## config.mk

```make
export PLATFORM = sky130hd
export DESIGN_NAME = adv_data_name_extractor_unit_flat
export DESIGN_NICKNAME = d
export VERILOG_FILES = /design/src/rtl/adne_pkg.sv /design/src/rtl/adne_if.sv /design/src/rtl/adv_data_name_extractor_unit.sv /design/src/flat_wrapper.sv
export SDC_FILE = /design/constraint.sdc
export NUM_CORES = 1
export LEC_CHECK = 0
export ABC_AREA = 1
export BUFFER_PORTS_ARGS = -buffer_cell sky130_fd_sc_hd__buf_2
export CAP_MARGIN = 30
export CORE_MARGIN = 5
export CORE_UTILIZATION = 35
export DETAILED_ROUTE_END_ITERATION = 6
export SETUP_SLACK_MARGIN = 0.15
export SLEW_MARGIN = 20
export SYNTH_ARGS = -nofsm -noshare
export SYNTH_HDL_FRONTEND = slang
export SYNTH_SLANG_ARGS = --single-unit
```

## constraint.sdc

```tcl
create_clock -name clk -period 6.8 [get_ports clk]
set_input_delay 0.34 -clock clk [delete_from_list [all_inputs] [get_ports clk]]
set_output_delay 0.34 -clock clk [all_outputs]
set_load 0.03 [all_outputs]
```

## src/rtl/adne_pkg.sv

```systemverilog
// Package with types and constants of the advertising-data name extractor
`default_nettype none

package adne_pkg;

    typedef enum logic [1:0] {
        ST_BYTE  = 2'd0,
        ST_EMPTY = 2'd1,
        ST_NONE  = 2'd2
    } status_t;

    typedef enum logic [3:0] {
        PH_IDLE = 4'b0001,
        PH_SCAN = 4'b0010,
        PH_TYPE = 4'b0100,
        PH_NAME = 4'b1000
    } phase_t;

    localparam logic [7:0] AD_TYPE_SHORT_NAME    = 8'h08;
    localparam logic [7:0] AD_TYPE_COMPLETE_NAME = 8'h09;

    localparam int         APB_AW         = 3;
    localparam int         APB_DW         = 32;
    localparam int         NAME_MAX_W     = 5;
    localparam logic [NAME_MAX_W-1:0] NAME_MAX_RESET = 5'd29;

    // word index of the registers (paddr[2])
    localparam logic       REG_NAME_MAX   = 1'b0;

endpackage

`default_nettype wire

```

## src/rtl/adne_if.sv

```systemverilog
// Valid/ready channel interfaces for report bytes and name results
`default_nettype none

interface adne_report_if;
    logic       valid;
    logic       ready;
    logic [7:0] report_byte;
    logic       first_byte;
    logic [4:0] report_len;

    modport source (output valid, output report_byte, output first_byte,
                    output report_len, input ready);
    modport sink   (input valid, input report_byte, input first_byte,
                    input report_len, output ready);
endinterface

interface adne_name_if;
    logic              valid;
    logic              ready;
    logic [7:0]        name_byte;
    adne_pkg::status_t status;
    logic              last_of_run;

    modport source (output valid, output name_byte, output status,
                    output last_of_run, input ready);
    modport sink   (input valid, input name_byte, input status,
                    input last_of_run, output ready);
endinterface

`default_nettype wire

```

## src/rtl/adv_data_name_extractor_unit.sv

```systemverilog
// Top level: walks advertising/EIR reports and emits the local name bytes
`default_nettype none

// Takes one report byte per cycle and gives at most one result per byte,
// in the cycle after the byte is taken. The parser state (phase, offset,
// bytes left in the current structure) is updated in the same cycle a
// byte is accepted; the result goes to a single output register. report_in
// is ready whenever that register is empty or is being drained, so the
// sustained rate is one byte per cycle as long as name_out takes its beats.
// Each report yields either its name bytes (last one flagged), one
// empty-name beat, or one not-found beat; further bytes are dropped until
// the next first_byte. name_max is written over APB at address 0.
module adv_data_name_extractor_unit #(
    parameter int MAX_REPORT_BYTES = 31
) (
    input  wire                             clk,
    input  wire                             rst_n,
    adne_report_if.sink                     report_in,
    adne_name_if.source                     name_out,
    input  wire                             psel,
    input  wire                             penable,
    input  wire                             pwrite,
    input  wire  [adne_pkg::APB_AW-1:0]     paddr,
    input  wire  [adne_pkg::APB_DW-1:0]     pwdata,
    output logic [adne_pkg::APB_DW-1:0]     prdata,
    output logic                            pready
);
    import adne_pkg::*;

    localparam int OW = (MAX_REPORT_BYTES < 2) ? 1 : $clog2(MAX_REPORT_BYTES + 1);
    localparam int SW = ((OW > 8) ? OW : 8) + 2;
    localparam logic [OW-1:0] MAX_OFF = OW'(MAX_REPORT_BYTES);

    logic [NAME_MAX_W-1:0] name_max_reg;

    phase_t      phase_reg, phase_next, cur_phase;
    logic [OW-1:0] offset_reg, offset_next, cur_off;
    logic [7:0]  remain_reg, remain_next, cur_rem;
    logic [7:0]  flen_reg, flen_next, cur_len;

    logic        out_valid_reg;
    logic [7:0]  out_byte_reg;
    status_t     out_status_reg;
    logic        out_last_reg;

    logic        res_valid;
    logic [7:0]  res_byte;
    status_t     res_status;
    logic        res_last;

    logic        take;
    logic        cfg_wr;
    logic [SW-1:0] eff, off_w;
    logic        at_end, overrun, is_name;
    logic [7:0]  b, data_len, rem_dec;

    // APB
    assign pready = 1'b1;
    assign cfg_wr = psel && penable && pwrite && (paddr[2] == REG_NAME_MAX);

    always_comb
    begin
        prdata = '0;
        if (paddr[2] == REG_NAME_MAX)
        begin
            prdata = APB_DW'(name_max_reg);
        end
    end

    always_ff @(posedge clk or negedge rst_n)
    begin
        if (!rst_n)
        begin
            name_max_reg <= NAME_MAX_RESET;
        end
        else if (cfg_wr)
        begin
            name_max_reg <= pwdata[NAME_MAX_W-1:0];
        end
    end

    // handshake
    assign report_in.ready = !out_valid_reg || name_out.ready;
    assign take            = report_in.valid && report_in.ready;

    // parse step
    always_comb
    begin
        b         = report_in.report_byte;
        cur_phase = report_in.first_byte ? PH_SCAN : phase_reg;
        cur_off   = report_in.first_byte ? '0 : offset_reg;
        cur_rem   = report_in.first_byte ? '0 : remain_reg;
        cur_len   = report_in.first_byte ? '0 : flen_reg;

        eff     = (SW'(report_in.report_len) > SW'(MAX_REPORT_BYTES))
                  ? SW'(MAX_REPORT_BYTES) : SW'(report_in.report_len);
        off_w   = SW'(cur_off);
        at_end  = (off_w + SW'(1)) >= eff;
        overrun = (off_w + SW'(b) + SW'(1)) > eff;
        is_name = (b == AD_TYPE_SHORT_NAME) || (b == AD_TYPE_COMPLETE_NAME);
        data_len = (cur_len != 8'd0) ? (cur_len - 8'd1) : 8'd0;
        rem_dec  = (cur_rem != 8'd0) ? (cur_rem - 8'd1) : 8'd0;

        phase_next  = cur_phase;
        offset_next = (cur_off < MAX_OFF) ? (cur_off + OW'(1)) : MAX_OFF;
        remain_next = cur_rem;
        flen_next   = cur_len;

        res_valid  = 1'b0;
        res_byte   = 8'd0;
        res_status = ST_NONE;
        res_last   = 1'b1;

        case (cur_phase)
            PH_SCAN:
            begin
                if (cur_rem != 8'd0)
                begin
                    remain_next = rem_dec;
                    if (at_end)
                    begin
                        res_valid  = 1'b1;
                        phase_next = PH_IDLE;
                    end
                end
                else if ((b == 8'd0) || overrun)
                begin
                    res_valid  = 1'b1;
                    phase_next = PH_IDLE;
                end
                else
                begin
                    flen_next  = b;
                    phase_next = PH_TYPE;
                end
            end
            PH_TYPE:
            begin
                remain_next = data_len;
                if (is_name)
                begin
                    if (data_len > 8'(name_max_reg))
                    begin
                        res_valid  = 1'b1;
                        phase_next = PH_IDLE;
                    end
                    else if (data_len == 8'd0)
                    begin
                        res_valid  = 1'b1;
                        res_status = ST_EMPTY;
                        phase_next = PH_IDLE;
                    end
                    else
                    begin
                        phase_next = PH_NAME;
                    end
                end
                else
                begin
                    phase_next = PH_SCAN;
                    if (at_end)
                    begin
                        res_valid  = 1'b1;
                        phase_next = PH_IDLE;
                    end
                end
            end
            PH_NAME:
            begin
                remain_next = rem_dec;
                res_valid   = 1'b1;
                res_byte    = b;
                res_status  = ST_BYTE;
                res_last    = (rem_dec == 8'd0);
                if (rem_dec == 8'd0)
                begin
                    phase_next = PH_IDLE;
                end
            end
            default:
            begin
                // idle: byte dropped, state kept
                offset_next = cur_off;
            end
        endcase
    end

    always_ff @(posedge clk or negedge rst_n)
    begin
        if (!rst_n)
        begin
            phase_reg  <= PH_IDLE;
            offset_reg <= '0;
            remain_reg <= '0;
            flen_reg   <= '0;
        end
        else if (take)
        begin
            phase_reg  <= phase_next;
            offset_reg <= offset_next;
            remain_reg <= remain_next;
            flen_reg   <= flen_next;
        end
    end

    // result register
    always_ff @(posedge clk or negedge rst_n)
    begin
        if (!rst_n)
        begin
            out_valid_reg <= 1'b0;
        end
        else if (take)
        begin
            out_valid_reg <= res_valid;
        end
        else if (name_out.ready)
        begin
            out_valid_reg <= 1'b0;
        end
    end

    always_ff @(posedge clk)
    begin
        if (take && res_valid)
        begin
            out_byte_reg   <= res_byte;
            out_status_reg <= res_status;
            out_last_reg   <= res_last;
        end
    end

    assign name_out.valid       = out_valid_reg;
    assign name_out.name_byte   = out_byte_reg;
    assign name_out.status      = out_status_reg;
    assign name_out.last_of_run = out_last_reg;

endmodule

`default_nettype wire

```

## src/flat_wrapper.sv

```systemverilog
// flat-port wrapper written by rule: the top's interface ports become plain ports
module adv_data_name_extractor_unit_flat import adne_pkg::*;
#(
    parameter int MAX_REPORT_BYTES = 31
)
  (clk, rst_n, psel, penable, pwrite, paddr, pwdata, prdata, pready, report_in_valid, report_in_report_byte, report_in_first_byte, report_in_report_len, report_in_ready, name_out_valid, name_out_name_byte, name_out_status, name_out_last_of_run, name_out_ready);
  adne_report_if report_in_i ();
  adne_name_if name_out_i ();
  input  wire clk;
  input  wire rst_n;
  input  wire psel;
  input  wire penable;
  input  wire pwrite;
  input  wire  [adne_pkg::APB_AW-1:0] paddr;
  input  wire  [adne_pkg::APB_DW-1:0] pwdata;
  output logic [adne_pkg::APB_DW-1:0] prdata;
  output logic pready;
  input wire logic [$bits(report_in_i.valid)-1:0] report_in_valid;
  input wire logic [$bits(report_in_i.report_byte)-1:0] report_in_report_byte;
  input wire logic [$bits(report_in_i.first_byte)-1:0] report_in_first_byte;
  input wire logic [$bits(report_in_i.report_len)-1:0] report_in_report_len;
  output wire logic [$bits(report_in_i.ready)-1:0] report_in_ready;
  output wire logic [$bits(name_out_i.valid)-1:0] name_out_valid;
  output wire logic [$bits(name_out_i.name_byte)-1:0] name_out_name_byte;
  output wire logic [$bits(name_out_i.status)-1:0] name_out_status;
  output wire logic [$bits(name_out_i.last_of_run)-1:0] name_out_last_of_run;
  input wire logic [$bits(name_out_i.ready)-1:0] name_out_ready;
  assign report_in_i.valid = report_in_valid;
  assign report_in_i.report_byte = report_in_report_byte;
  assign report_in_i.first_byte = report_in_first_byte;
  assign report_in_i.report_len = report_in_report_len;
  assign report_in_ready = report_in_i.ready;
  assign name_out_valid = name_out_i.valid;
  assign name_out_name_byte = name_out_i.name_byte;
  assign name_out_status = name_out_i.status;
  assign name_out_last_of_run = name_out_i.last_of_run;
  assign name_out_i.ready = name_out_ready;
  adv_data_name_extractor_unit #(.MAX_REPORT_BYTES(MAX_REPORT_BYTES)) u_core (.clk(clk), .rst_n(rst_n), .report_in(report_in_i), .name_out(name_out_i), .psel(psel), .penable(penable), .pwrite(pwrite), .paddr(paddr), .pwdata(pwdata), .prdata(prdata), .pready(pready));
endmodule
```

# --- Word-level counts from Yosys, hierarchy flattened ---
# Index checks and enable logic that the tools add are counted.
classes:
  muxes: 36
  n_lt_le_gt_ge: 4
  eq_ne: 5
  n_bitwise: 1
  n_reduce_logical: 16
  addsub: 6
ops:
  columns: ["cell", "count"]
  rows:
  - ["$mux W8", 8]
  - ["$mux W4", 7]
  - ["$logic_not A8 Y1", 3]
  - ["$pmux W8 S3", 1]
  - ["$mux W5", 4]
  - ["$eq A8 B4 Y1 const B", 2]
  - ["$reduce_bool A8 Y1", 2]
  - ["$sub A8 B1 Y8 const B", 2]
  - ["$pmux W4 S3", 1]
  - ["$add A10 B1 Y10 const B", 1]
  - ["$ge A10 B5 Y1", 1]
  - ["$gt A10 B5 Y1", 1]
  - ["$add A5 B8 Y9", 1]
  - ["$gt A8 B5 Y1", 1]
  - ["$mux W1", 8]
  - ["$mux W2", 4]
  - ["$add A5 B1 Y6 const B", 1]
  - ["$add A5 B1 Y5 const B", 1]
  - ["$logic_and A1 B1 Y1", 5]
  - ["$lt A5 B5 Y1 const B", 1]
  - ["$eq A4 B2 Y1 const B", 1]
  - ["$eq A4 B3 Y1 const B", 1]
  - ["$eq A4 B4 Y1 const B", 1]
  - ["$pmux W2 S2", 1]
  - ["other kinds (7)", 9]
totals:
  register_bits: 42
  out_inout_bits: 46

# --- Depth between registers and ports, before layout ---
# Gate-level depths: netlist (run 1).
depth:
  depth_word: 9
  depth_mapped: 29

# --- Worst setup path after synthesis (run 1) ---
# OpenSTA, ideal clock, no wires.
synth_timing:
  kind: "input to register"
  from: "in report_in_first_byte"
  to: "reg u_core.out_last_reg (netlist: u_core.name_out.last_of_run), enable pin"
  n_path_buf: 2
  setup_ns: 0.289
  slack_ns: 3.221
  arrival_time_ns: 3.290
  stages: 25
  cell_sequence: "buf_6 inv_12 buf_6 nand2_1 inv_1 ha_1 ha_1 ha_1 nand3_1 a21oi_1 xnor2_1 ha_1 and3_1 nand2_1 nand2_1 nand2_1 nand2_1 nor2_4 nand3_2 a21oi_4 nand2_1 nand2_1 nand3_1 nand2_1 inv_1"
synth_between:
  elab_chain_cells: 9
  word_cells_on_any_way: 27
  cone_classes: "add/sub: 4; order compare: 3; eq/ne: 3; mux: 12; reduce/logical: 5"
synth_lines:
  columns: ["item", "line_no", "text"]
  rows:
  - ["start: declaration", "flat_wrapper.sv:20", "input wire logic [$bits(report_in_i.first_byte)-1:0] report_in_first_byte;"]
  - ["$mux W5 or $mux W8 (tied branches)", "adv_data_name_extractor_unit.sv:91, adv_data_name_extractor_unit.sv:93", null]
  - ["$add A5 B8 Y9 (tied with other cells)", "adv_data_name_extractor_unit.sv:99", "overrun = (off_w + SW'(b) + SW'(1)) > eff;"]
  - ["$add A10 B1 Y10 or $mux W8 (tied branches)", "adv_data_name_extractor_unit.sv:99, adv_data_name_extractor_unit.sv:101", null]
  - ["$gt A10 B5 Y1 or $logic_not A8 Y1 (tied branches)", "adv_data_name_extractor_unit.sv:99, adv_data_name_extractor_unit.sv:147", null]
  - ["$logic_or A1 B1 Y1 or $mux W1 (tied branches)", "adv_data_name_extractor_unit.sv:126, adv_data_name_extractor_unit.sv:147", null]
  - ["$mux W1, on equally long branches", "adv_data_name_extractor_unit.sv:126, adv_data_name_extractor_unit.sv:142", null]
  - ["$mux W1, on equally long branches", "adv_data_name_extractor_unit.sv:117, adv_data_name_extractor_unit.sv:140", null]
  - ["$pmux W1 S3 (*)", "adv_data_name_extractor_unit.sv:114", "case (cur_phase)"]
  - ["$logic_and A1 B1 Y1 (*)", "adv_data_name_extractor_unit.sv:225", "if (take && res_valid)"]
  - ["end signal: assignment", "adv_data_name_extractor_unit.sv:229", "out_last_reg <= res_last;"]
  - ["end: declaration", "adv_data_name_extractor_unit.sv:44", "logic out_last_reg;"]
# Mark *: on every way between the ends. The rest lies on a longest branch, timed or not.
# A chain may end at the register's enable or synchronous reset.

# --- Worst setup path in the final report (run 1) ---
layout_timing:
  from: "in report_in_first_byte"
  to: "reg u_core.out_status_reg[1] (netlist: u_core.name_out.status[1]), enable pin"
layout_between:
  elab_chain_cells: 9
  word_cells_on_any_way: 27
  cone_classes: "add/sub: 4; order compare: 3; eq/ne: 3; mux: 12; reduce/logical: 5"
layout_lines:
  columns: ["item", "line_no", "text"]
  rows:
  - ["$mux W5 or $mux W8 (tied branches)", "adv_data_name_extractor_unit.sv:91, adv_data_name_extractor_unit.sv:93", null]
  - ["$add A5 B8 Y9 (tied with other cells)", "adv_data_name_extractor_unit.sv:99", null]
  - ["$add A10 B1 Y10 or $mux W8 (tied branches)", "adv_data_name_extractor_unit.sv:99, adv_data_name_extractor_unit.sv:101", null]
  - ["$gt A10 B5 Y1 or $logic_not A8 Y1 (tied branches)", "adv_data_name_extractor_unit.sv:99, adv_data_name_extractor_unit.sv:147", null]
  - ["$logic_or A1 B1 Y1 or $mux W1 (tied branches)", "adv_data_name_extractor_unit.sv:126, adv_data_name_extractor_unit.sv:147", null]
  - ["$mux W1, on equally long branches", "adv_data_name_extractor_unit.sv:126, adv_data_name_extractor_unit.sv:142", null]
  - ["$mux W1, on equally long branches", "adv_data_name_extractor_unit.sv:117, adv_data_name_extractor_unit.sv:140", null]
  - ["$pmux W1 S3 (*)", "adv_data_name_extractor_unit.sv:114", null]
  - ["$logic_and A1 B1 Y1 (*)", "adv_data_name_extractor_unit.sv:225", null]
  - ["end signal: assignment", "adv_data_name_extractor_unit.sv:228", "out_status_reg <= res_status;"]
  - ["end: declaration", "adv_data_name_extractor_unit.sv:43", "status_t out_status_reg;"]
# Marked as above.

==> results.py, run 1 <==
metrics = {
    "global_routing": {
        "grt-ovfl-total": 0,
        "grt_max_degree": 33,
        "grt_pass1_wl_mm": 16.0,
        "antenna_found_initial": 0,
        "grt_util_met3_pct": 2.41,
        "use_met2_pct": 22.7,
        "grt_most_used_layer": "met2",
        "grt_pass1_vias": 3475,
        "grt_use_met1_pct": 17.8,
        "gr-usage-all-layers_pct": 13.5,
    },
    "synth": {
        "netlist_instances": 562,
        "ys_seq_elements": 42,
        "ys_seq_area_share_pct": 27.6,
        "synth.distinct_cells": 50,
        "synth_area_um2": 4030,
        "syn_area_per_cell_um2": 7.17,
        "ys_warn_count": 0,
    },
    "cts": {
        "cts_root_buffer": "clkbuf_16",
        "cts_buffers": 5,
        "clk_latency_ps": 290,
        "cts_hold_buf": 0,
        "cts_resized": 0,
        "cts_tree": "done",
        "h-tree-depth": 2,
        "post_cts_buffers": 0,
        "clkTransAtPathRegs_ps": 60,
        "cts.sinks": 42,
        "clk_path_buf_depth": 2,
    },
    "setup_path": {
        "r2r_slack_ps": 3020,
        "crit_type": "input pin to register",
        "r2r-start": "u_core.offset_reg[0]$_DFFE_PN0P_",
        "critPathMaxFanout": 26,
        "cp.arrival_ps": 4000,
        "reg2regPathDepth": 24,
        "startpoint_type": "input pin",
        "end_kind": "register",
        "r2r-end": "u_core.name_out.status[1]$_DFFE_PP_",
        "crit_required_ps": 6790,
    },
    "routing": {
        "dr.pass1.iters": 4,
        "routed_wl_mm": 9.47,
        "ant_nets": 0,
        "drt_first_iter_violations": 251,
        "viasPerCell": 4.80,
        "num_vias": 3578,
        "post_drt_wl_per_cell_um": 12.7,
        "remaining_drc_errors": 0,
    },
    "placed_design": {
        "port_buffers": 44,
        "placed_area_um2": 4230,
        "dp_hpwl_mm": 7.35,
        "place_congestion": 0.813,
    },
    "sta": {
        "rsz0062_at_grt": "no",
        "finClkSkew_ps": 9.38,
        "max_slew_margin_pct": 45.6,
        "finalHoldViolations": 0,
        "holdWs_ps": 120,
        "final_max_slew_viol_count": 0,
        "tightest_slew_ps": 815,
        "period_minus_slack_ps": 4000,
        "finalSetupViolCount": 0,
        "tns_ps": 0,
        "finalCritPeriodShare_pct": 58.9,
        "fmax_mhz": 250,
    },
    "pwr": {
        "p_leak_nw": 2.44,
        "irDropWorstVdd_uv": 169,
        "finalPower_mw": 1.41,
        "powerDensity_nw_per_um2": 319,
    },
    "die": {
        "core_region_area_um2": 11400,
        "die_w_um": 117,
        "io_pins": 102,
        "rows": 39,
        "initial_core_util_pct": 35.4,
        "dieArea_um2": 13800,
        "die_h_um": 117,
    },
    "finish": {
        "multi_input_area_um2": 2370,
        "fillers": 1213,
        "layout_common_cells": "nand2_1 (138), inv_1 (83), nor2_1 (49)",
        "layout_commonest_cell": "nand2_1",
        "fin_nets": 682,
        "final_util_pct": 38.8,
        "fin_area_um2": 4420,
        "drive_gt1_share_pct": 19.3,
        "antennaDiodeCount": 0,
        "seq_area_um2": 1110,
        "synthToLayoutAreaGrowth_pct": 9.59,
    },
    "status": {
        "outcome": "finished, final reports clean",
    },
    "flow_run": {
        "maxCapViolations": 0,
    },
    "worst_hold_path": {
        "hold_class": "input pin to async pin",
    },
}
critical path, stage by stage:
cell	delay (ps)
buf_2	340
inv_12	150
nand2_1	120
inv_1	120
ha_1	220
ha_1	170
inv_1	70
nand2_1	90
nand3_1	140
nand3_1	150
a21oi_1	170
xnor2_1	160
ha_1	280
and3_1	210
nand2_1	60
nand2_1	50
nand2_1	80
nand2_1	90
nor2_4	90
nand3_2	90
a21oi_4	240
nand2_1	80
nand2_1	100
nand3_1	70
nand2_1	90
inv_1	190
layout make-up:
class | count | share of cell area, %
multi-input combinational | 416 | 53.6
sequential | 42 | 25.2
inverter | 91 | 8.05
timing repair buffer | 45 | 5.33
tap | 143 | 4.05
clock buffer | 5 | 2.83
clock inverter | 3 | 0.992
power by group:
part           internal (mW)  leakage [nW]  total (mW)  switching, mW
Clock                  0.174        0.0842       0.277          0.103
Combinational          0.245          1.88       0.746          0.501
Sequential             0.335         0.481       0.385         0.0499
metrics by stage:
step / cells / setup slack, ps
5_1_grt: 745 / 2490
6_report: 745 / 2800
4_1_cts: 744 / 2760
3_5_place_dp: 736 / 2470
2_1_floorplan: 588 / 3220
3_3_place_gp: 736 / 2490
logic make-up (layout without fill, tap and decap cells):
| group | after synthesis | count (layout) | share of synthesized area [%] |
|---|---|---|---|
| fa+ha+maj | 25 | 25 | 7.76 |
| simple gates | 292 | 292 | 37.0 |
| xor+xnor | 8 | 8 | 1.74 |
| buf+inv | 130 | 144 | 16.1 |
| other cells | 2 | 28 | 0.186 |
| flops | 42 | 42 | 27.6 |
| compound gates | 63 | 63 | 9.62 |
synth_stat cells, drive strengths merged:
cell    count  area, um^2
nand3      47         328
and3        2        12.5
ha         25         313
o21bai      1        7.51
a31oi       3        18.8
xnor2       4        35.0
o22ai       4        25.0
o22a        1        8.76
xor2        4        35.0
nand2     159         689
inv        89         347
a32oi       1        8.76
nor4        2        12.5
or2         1        6.26
buf        34         275
a22oi       1        7.51
o221ai      7        61.3
dfrtp      26         651
nor2       59         277
a21oi      18         101
nor3        4        36.3
edfxtp     11         330
conb        2        7.51
o21ai      23         119
nand3b      1        7.51
a21boi      2        15.0
dfstp       5         131
clkinv      2        8.75
clkbuf      5        18.8
o211ai      2        15.0
nand4      17         121
routing by layer:
metal,vias to the layer above,wire length [um]
li1,1846,-
met1,1624,4390
met2,98,4400
met3,10,528
met4,0,146
met5,-,0
worst max-delay path by stage:
stage | start | to
after floorplan | report_in_first_byte | u_core.name_out.last_of_run$_SDFFCE_PN1P_
after global placement | report_in_first_byte | u_core.name_out.name_byte[5]$_SDFFCE_PN0P_
after detailed placement | report_in_first_byte | u_core.name_out.name_byte[5]$_SDFFCE_PN0P_
after CTS | report_in_first_byte | u_core.name_out.status[0]$_DFFE_PP_
after global routing | report_in_first_byte | u_core.name_out.name_byte[1]$_SDFFCE_PN0P_
final | report_in_first_byte | u_core.name_out.status[1]$_DFFE_PP_
(Power assumes the default switching activity.)
==> run 2, diff against run 1 <==
- clock period: 6.8 -> 3.4 ns (I/O delays scaled with it)
==> results.py, run 2 (synthesis gave the netlist of run 1 again) <==
metrics = {
    "global_routing": {
        "grt_pass1_wl_mm": 16.8,
        "grt_max_degree": 32,
        "gr-usage-all-layers_pct": 14.3,
        "grt-ovfl-total": 0,
        "grt_pass1_vias": 3613,
        "antenna_found_initial": 0,
    },
    "setup_path": {
        "startpoint_type": "register",
        "critPathBufInv": 4,
        "crit_required_ps": 3460,
        "critPathMaxFanout": 5,
        "cp.arrival_ps": 3180,
        "cpMostUsedCell": "nand2_2",
        "worstPathCellList": "nand2_2 > nand2_2 > nand2_2 > inv_2 > ha_4 > inv_2 > nand3_2 > nand2_4 > nor2_4 > xnor2_1 > inv_1 > ha_4 > and3_4 > nand3_1 > nand2_2 > nand2_2 > nor2_4 > nand3_2 > a21oi_4 > nand2_2 > nand2_2 > nand3_2 > nand2_4 > inv_4",
        "crit_type": "register to register",
        "cp_slowest_stage_delay_ps": 440,
        "r2r-start": "u_core.offset_reg[1]$_DFFE_PN0P_",
        "crit_path_start": "u_core.offset_reg[1]$_DFFE_PN0P_",
        "end_kind": "register",
        "path_delay_family": "simple AND/OR/NAND/NOR gates",
        "cpMaxStageDelayCell": "dfrtp_2",
    },
    "cts": {
        "cts_tree": "done",
        "clk_path_buf_depth": 2,
        "cts_buffers": 5,
        "cts.sinks": 42,
        "cts_root_buffer": "clkbuf_16",
        "clk_latency_ps": 290,
        "h-tree-depth": 2,
        "clkTransAtPathRegs_ps": 60,
    },
    "sta": {
        "finClkSkew_ps": 4.98,
        "rsz0062_at_grt": "yes",
        "max_slew_margin_pct": 50.3,
        "finalHoldViolations": 0,
        "tightest_slew_ps": 745,
        "tns_ps": 0,
        "period_minus_slack_ps": 3130,
        "finalSetupViolCount": 0,
        "fmax_mhz": 320,
        "holdWs_ps": 113,
        "finalCritPeriodShare_pct": 92.0,
        "final_max_slew_viol_count": 0,
    },
    "finish": {
        "layout_commonest_cell": "nand2_1",
        "fin_nets": 705,
        "multi_input_area_um2": 2540,
        "layout.cells.non_filler": 768,
        "drive_gt1_share_pct": 26.9,
        "layout_common_cells": "nand2_1 (124), inv_1 (79), nor2_1 (49)",
        "seq_area_um2": 1110,
        "fin_area_um2": 4740,
        "synthToLayoutAreaGrowth_pct": 17.6,
        "fillers": 1176,
        "antennaDiodeCount": 0,
    },
    "placed_design": {
        "placed_area_um2": 4340,
        "port_buffers": 44,
        "dp_hpwl_mm": 7.62,
        "place_congestion": 0.861,
        "post-place-cells": 748,
    },
    "die": {
        "die_w_um": 117,
        "initial_core_util_pct": 35.4,
        "io_pins": 102,
        "die_h_um": 117,
        "core_region_area_um2": 11400,
        "rows": 39,
        "dieArea_um2": 13800,
    },
    "pwr": {
        "p_leak_nw": 2.56,
        "finalPower_mw": 2.97,
        "powerDensity_nw_per_um2": 627,
        "irDropWorstVdd_uv": 319,
    },
    "routing": {
        "routed_wl_mm": 10.2,
        "viasPerCell": 4.93,
        "post_drt_wl_per_cell_um": 13.2,
        "remaining_drc_errors": 0,
        "num_vias": 3783,
        "ant_nets": 0,
        "dr.pass1.iters": 5,
        "drt_first_iter_violations": 259,
    },
    "flow_run": {
        "maxCapViolations": 0,
    },
    "status": {
        "outcome": "finished, final reports clean",
    },
    "worst_hold_path": {
        "hp-start": "pwdata[0]",
        "hold_class": "input pin to register",
    },
}
run 2: cell types whose count changed in the layout (fill, tap and decap cells not counted), moves of 2 or more:
cell	previous run	this run
buf_4	0	20
nand2_1	138	124
nand2_2	13	24
nand3_1	33	28
ha_1	25	21
ha_4	0	4
inv_1	83	79
nand3_2	11	15
inv_2	5	8
nand2_4	8	11
nand3_4	3	5
run 2: area by class of cell:
type,instances,share of cell area [%]
Inverter,91,7.60
Timing Repair Buffer,66,8.27
Timing Repair inverter,1,0.132
Sequential cell,42,23.5
Clock inverter,1,0.106
Multi-Input combinational cell,417,53.6
Tap cell,143,3.78
Clock buffer,7,3.01
run 2: final timing paths:
| path | endpoint | slack (ps) | depth (start not counted) |
|---|---|---|---|
| worst max-delay path | u_core.name_out.name_byte[0]$_SDFFCE_PN0P_ | 270 | 24 |
| worst min-delay path | u_core.name_max_reg[0]$_DFFE_PN1P_ | 110 | 3 |
| worst max register to register | u_core.name_out.name_byte[0]$_SDFFCE_PN0P_ | 270 | 24 |
| worst min register to register | u_core.flen_reg[1]$_DFFE_PN0P_ | 490 | 2 |
| max in group asynchronous | u_core.offset_reg[1]$_DFFE_PN0P_ | 2390 | 2 |
| min in group asynchronous | u_core.remain_reg[7]$_DFFE_PN0P_ | 480 | 2 |
run 2: power breakdown:
part | internal [mW] | switching [mW] | total, mW
clock network | 0.291 | 0.197 | 0.489
logic | 0.617 | 1.09 | 1.71
registers | 0.671 | 0.103 | 0.774
total | 1.58 | 1.39 | 2.97
run 2: what timing repair did:
item | in CTS | in global routing
hold buffers | 1 | 0
setup endpoints to repair | 17 | 22
hold endpoints to repair | 19 | 0
pin swaps | 7 | 15
gates cloned | 1 | 1
setup buffers | 6 | 3
resized for setup | 14 | 21
run 2: worst min-delay path: stages:
cell	delay, ps
buf_2	100
nor2_1	90
a21oi_1	50
run 2: through the flow:
step	utilization (%)	setup slack (ps)
after floorplan	-	155
after global placement	38.2	71.3
after detailed placement	38.2	39.7
after CTS	40.6	170
after global routing	41.7	109
final	41.7	272
run 2: metal layers:
layer	up-vias	track usage (%)	wire length, um
met5	-	0	0
met4	0	3.92	157
met3	16	2.41	646
met2	126	23.7	4780
met1	1752	19.2	4580
li1	1889	-	-
==> run 3, diff against run 2 <==
- CORE_UTILIZATION: 35 -> 33
- GPL_TIMING_DRIVEN: unset -> 0
==> results.py, run 3 (synthesis gave the netlist of run 1 again) <==
metrics = {
    "die": {
        "die_h_um": 121,
        "rows": 40,
        "dieArea_um2": 14500,
        "io_pins": 102,
        "core_region_area_um2": 12000,
        "die_w_um": 121,
        "initial_core_util_pct": 33.6,
    },
    "pwr": {
        "powerDensity_nw_per_um2": 607,
        "power_frac_clock_pct": 14.9,
        "p_int_mw": 1.61,
        "p_comb_share_pct": 59.7,
        "switchingPower_mw": 1.43,
        "p_leak_nw": 2.71,
        "seqPwrFrac_pct": 25.4,
        "irDropWorstVdd_uv": 243,
        "p_sw_share_pct": 47.1,
    },
    "global_routing": {
        "grt_pass1_vias": 3726,
        "grt_max_degree": 32,
        "grt-ovfl-total": 0,
        "grt_pass1_wl_mm": 17.5,
        "gr-usage-all-layers_pct": 14.6,
        "antenna_found_initial": 0,
    },
    "finish": {
        "drive_gt1_share_pct": 30.3,
        "fin_nets": 737,
        "layout_common_cells": "nand2_1 (122), inv_1 (79), nor2_1 (49)",
        "fillers": 1212,
        "layout_commonest_cell": "nand2_1",
        "antennaDiodeCount": 0,
        "synthToLayoutAreaGrowth_pct": 24.2,
    },
    "sta": {
        "finClkSkew_ps": 4.87,
        "finalSetupViolCount": 0,
        "period_minus_slack_ps": 3200,
        "final_max_slew_viol_count": 0,
        "finalHoldViolations": 0,
        "fmax_mhz": 312,
        "rsz0062_at_grt": "yes",
        "setup_ws_ps": 200,
        "tightest_slew_ps": 750,
        "finalCritPeriodShare_pct": 94.1,
        "tns_ps": 0,
        "max_slew_margin_pct": 50.0,
    },
    "placed_design": {
        "port_buffers": 42,
        "place_congestion": 0.904,
        "dp_hpwl_mm": 8.30,
        "dp_slack_ps": -265,
    },
    "setup_path": {
        "crit_type": "register to register",
        "startpoint_type": "register",
        "end_kind": "register",
        "cp.arrival_ps": 3250,
        "crit_required_ps": 3450,
        "critPathMaxFanout": 5,
    },
    "cts": {
        "cts_buffers": 5,
        "h-tree-depth": 2,
        "cts_tree": "done",
        "clkTransAtPathRegs_ps": 60,
        "cts_root_buffer": "clkbuf_16",
        "cts.sinks": 42,
        "clk_latency_ps": 280,
        "clk_path_buf_depth": 2,
    },
    "worst_hold_path": {
        "hold_class": "input pin to register",
    },
    "routing": {
        "num_vias": 3821,
        "wl_met2_mm": 5.00,
        "ant_nets": 0,
        "m1WireLength_mm": 4.88,
        "remaining_drc_errors": 0,
        "dr.max_layer_used": "met4",
        "routed_wl_mm": 10.6,
        "post_drt_wl_per_cell_um": 13.2,
        "met3_length_um": 666,
        "drt_first_iter_violations": 147,
        "viasPerCell": 4.75,
        "dr.pass1.iters": 5,
    },
    "status": {
        "outcome": "finished, final reports clean",
    },
    "flow_run": {
        "maxCapViolations": 0,
    },
}
## run 3: changes by cell type in the layout (fill, tap and decap cells not counted), sizes merged
cell,change
buf,+27
clkbuf,+3
clkinv,+2
## run 3: power groups by stage
stage	clock [mW]	combinational [mW]	sequential (mW)
finish	0.453	1.81	0.770
floorplan	0	1.18	0.810
global placement	0	1.53	0.772
global route	0.490	2.01	0.788
detailed placement	0	1.57	0.777
CTS	0.470	1.72	0.766
## run 3: final timing paths
path / startpoint / end / slack [ps] / depth (start not counted)
worst max-delay path: u_core.offset_reg[0]$_DFFE_PN0P_ / u_core.name_out.name_byte[1]$_SDFFCE_PN0P_ / 200 / 24
worst min-delay path: pwdata[4] / u_core.name_max_reg[4]$_DFFE_PN1P_ / 120 / 3
worst max register to register: u_core.offset_reg[0]$_DFFE_PN0P_ / u_core.name_out.name_byte[1]$_SDFFCE_PN0P_ / 200 / 24
worst min register to register: u_core.phase_reg[0]$_DFFE_PN1P_ / u_core.phase_reg[0]$_DFFE_PN1P_ / 490 / 2
max in group asynchronous: rst_n / u_core.offset_reg[1]$_DFFE_PN0P_ / 2370 / 2
min in group asynchronous: rst_n / u_core.remain_reg[6]$_DFFE_PN0P_ / 500 / 2
## run 3: critical path, cell delays in order, from the launching register on
cell     delay [ps]
dfrtp_1         380
nand2_2          70
inv_2            50
ha_2            190
ha_4            160
inv_4            60
nand2_4          60
nand3_4         100
nand2_2          70
nand3_2          70
nand2_2          80
xnor2_2         150
ha_1            320
and3_4          200
nand3_2          70
nand2_2          80
nand2_2          70
nor2_4          110
nand3_2          90
a21oi_4         160
nand2_2          70
nand2_2          80
nand3_2          90
nand2_4         120
inv_4            60
## run 3: layout make-up
cell class	count	area, um^2	share of cell area, %
multi-input combinational	417	2560	51.1
sequential	42	1110	22.3
inverter	91	363	7.25
timing repair buffer	59	344	6.88
buffer	39	298	5.95
tap	147	184	3.68
clock buffer	5	125	2.50
clock inverter	3	11.3	0.225
timing repair inverter	1	6.26	0.125
## run 3: metrics by stage
stage / utilization, % / area [um^2] / power, mW / hold slack (ps) / cells
after floorplan: - / 4150 / 1.99 / -126 / 588
after global placement: 37.9 / 4550 / 2.30 / 276 / 777
after detailed placement: 37.9 / 4550 / 2.34 / 288 / 777
after CTS: 40.8 / 4900 / 2.96 / 113 / 803
after global routing: 41.7 / 5000 / 3.29 / 130 / 804
final: 41.7 / 5000 / 3.04 / 116 / 804
## run 3: per-layer routing
metal | global-route usage [%] | up-vias
met2 | 24.9 | 121
li1 | - | 1954
met3 | 2.25 | 4
met4 | 4.32 | 0
met1 | 19.1 | 1742
met5 | 0 | -
## run 3: timing repair
action                                  in CTS  in global routing
hold buffers                                 1                  0
pin swaps                                   15                 17
cloned                                       1                  1
hold endpoints to repair                    26                  0
gates resized for setup                     17                 27
endpoints found under the setup margin      22                 22
buffers inserted                            16                  0
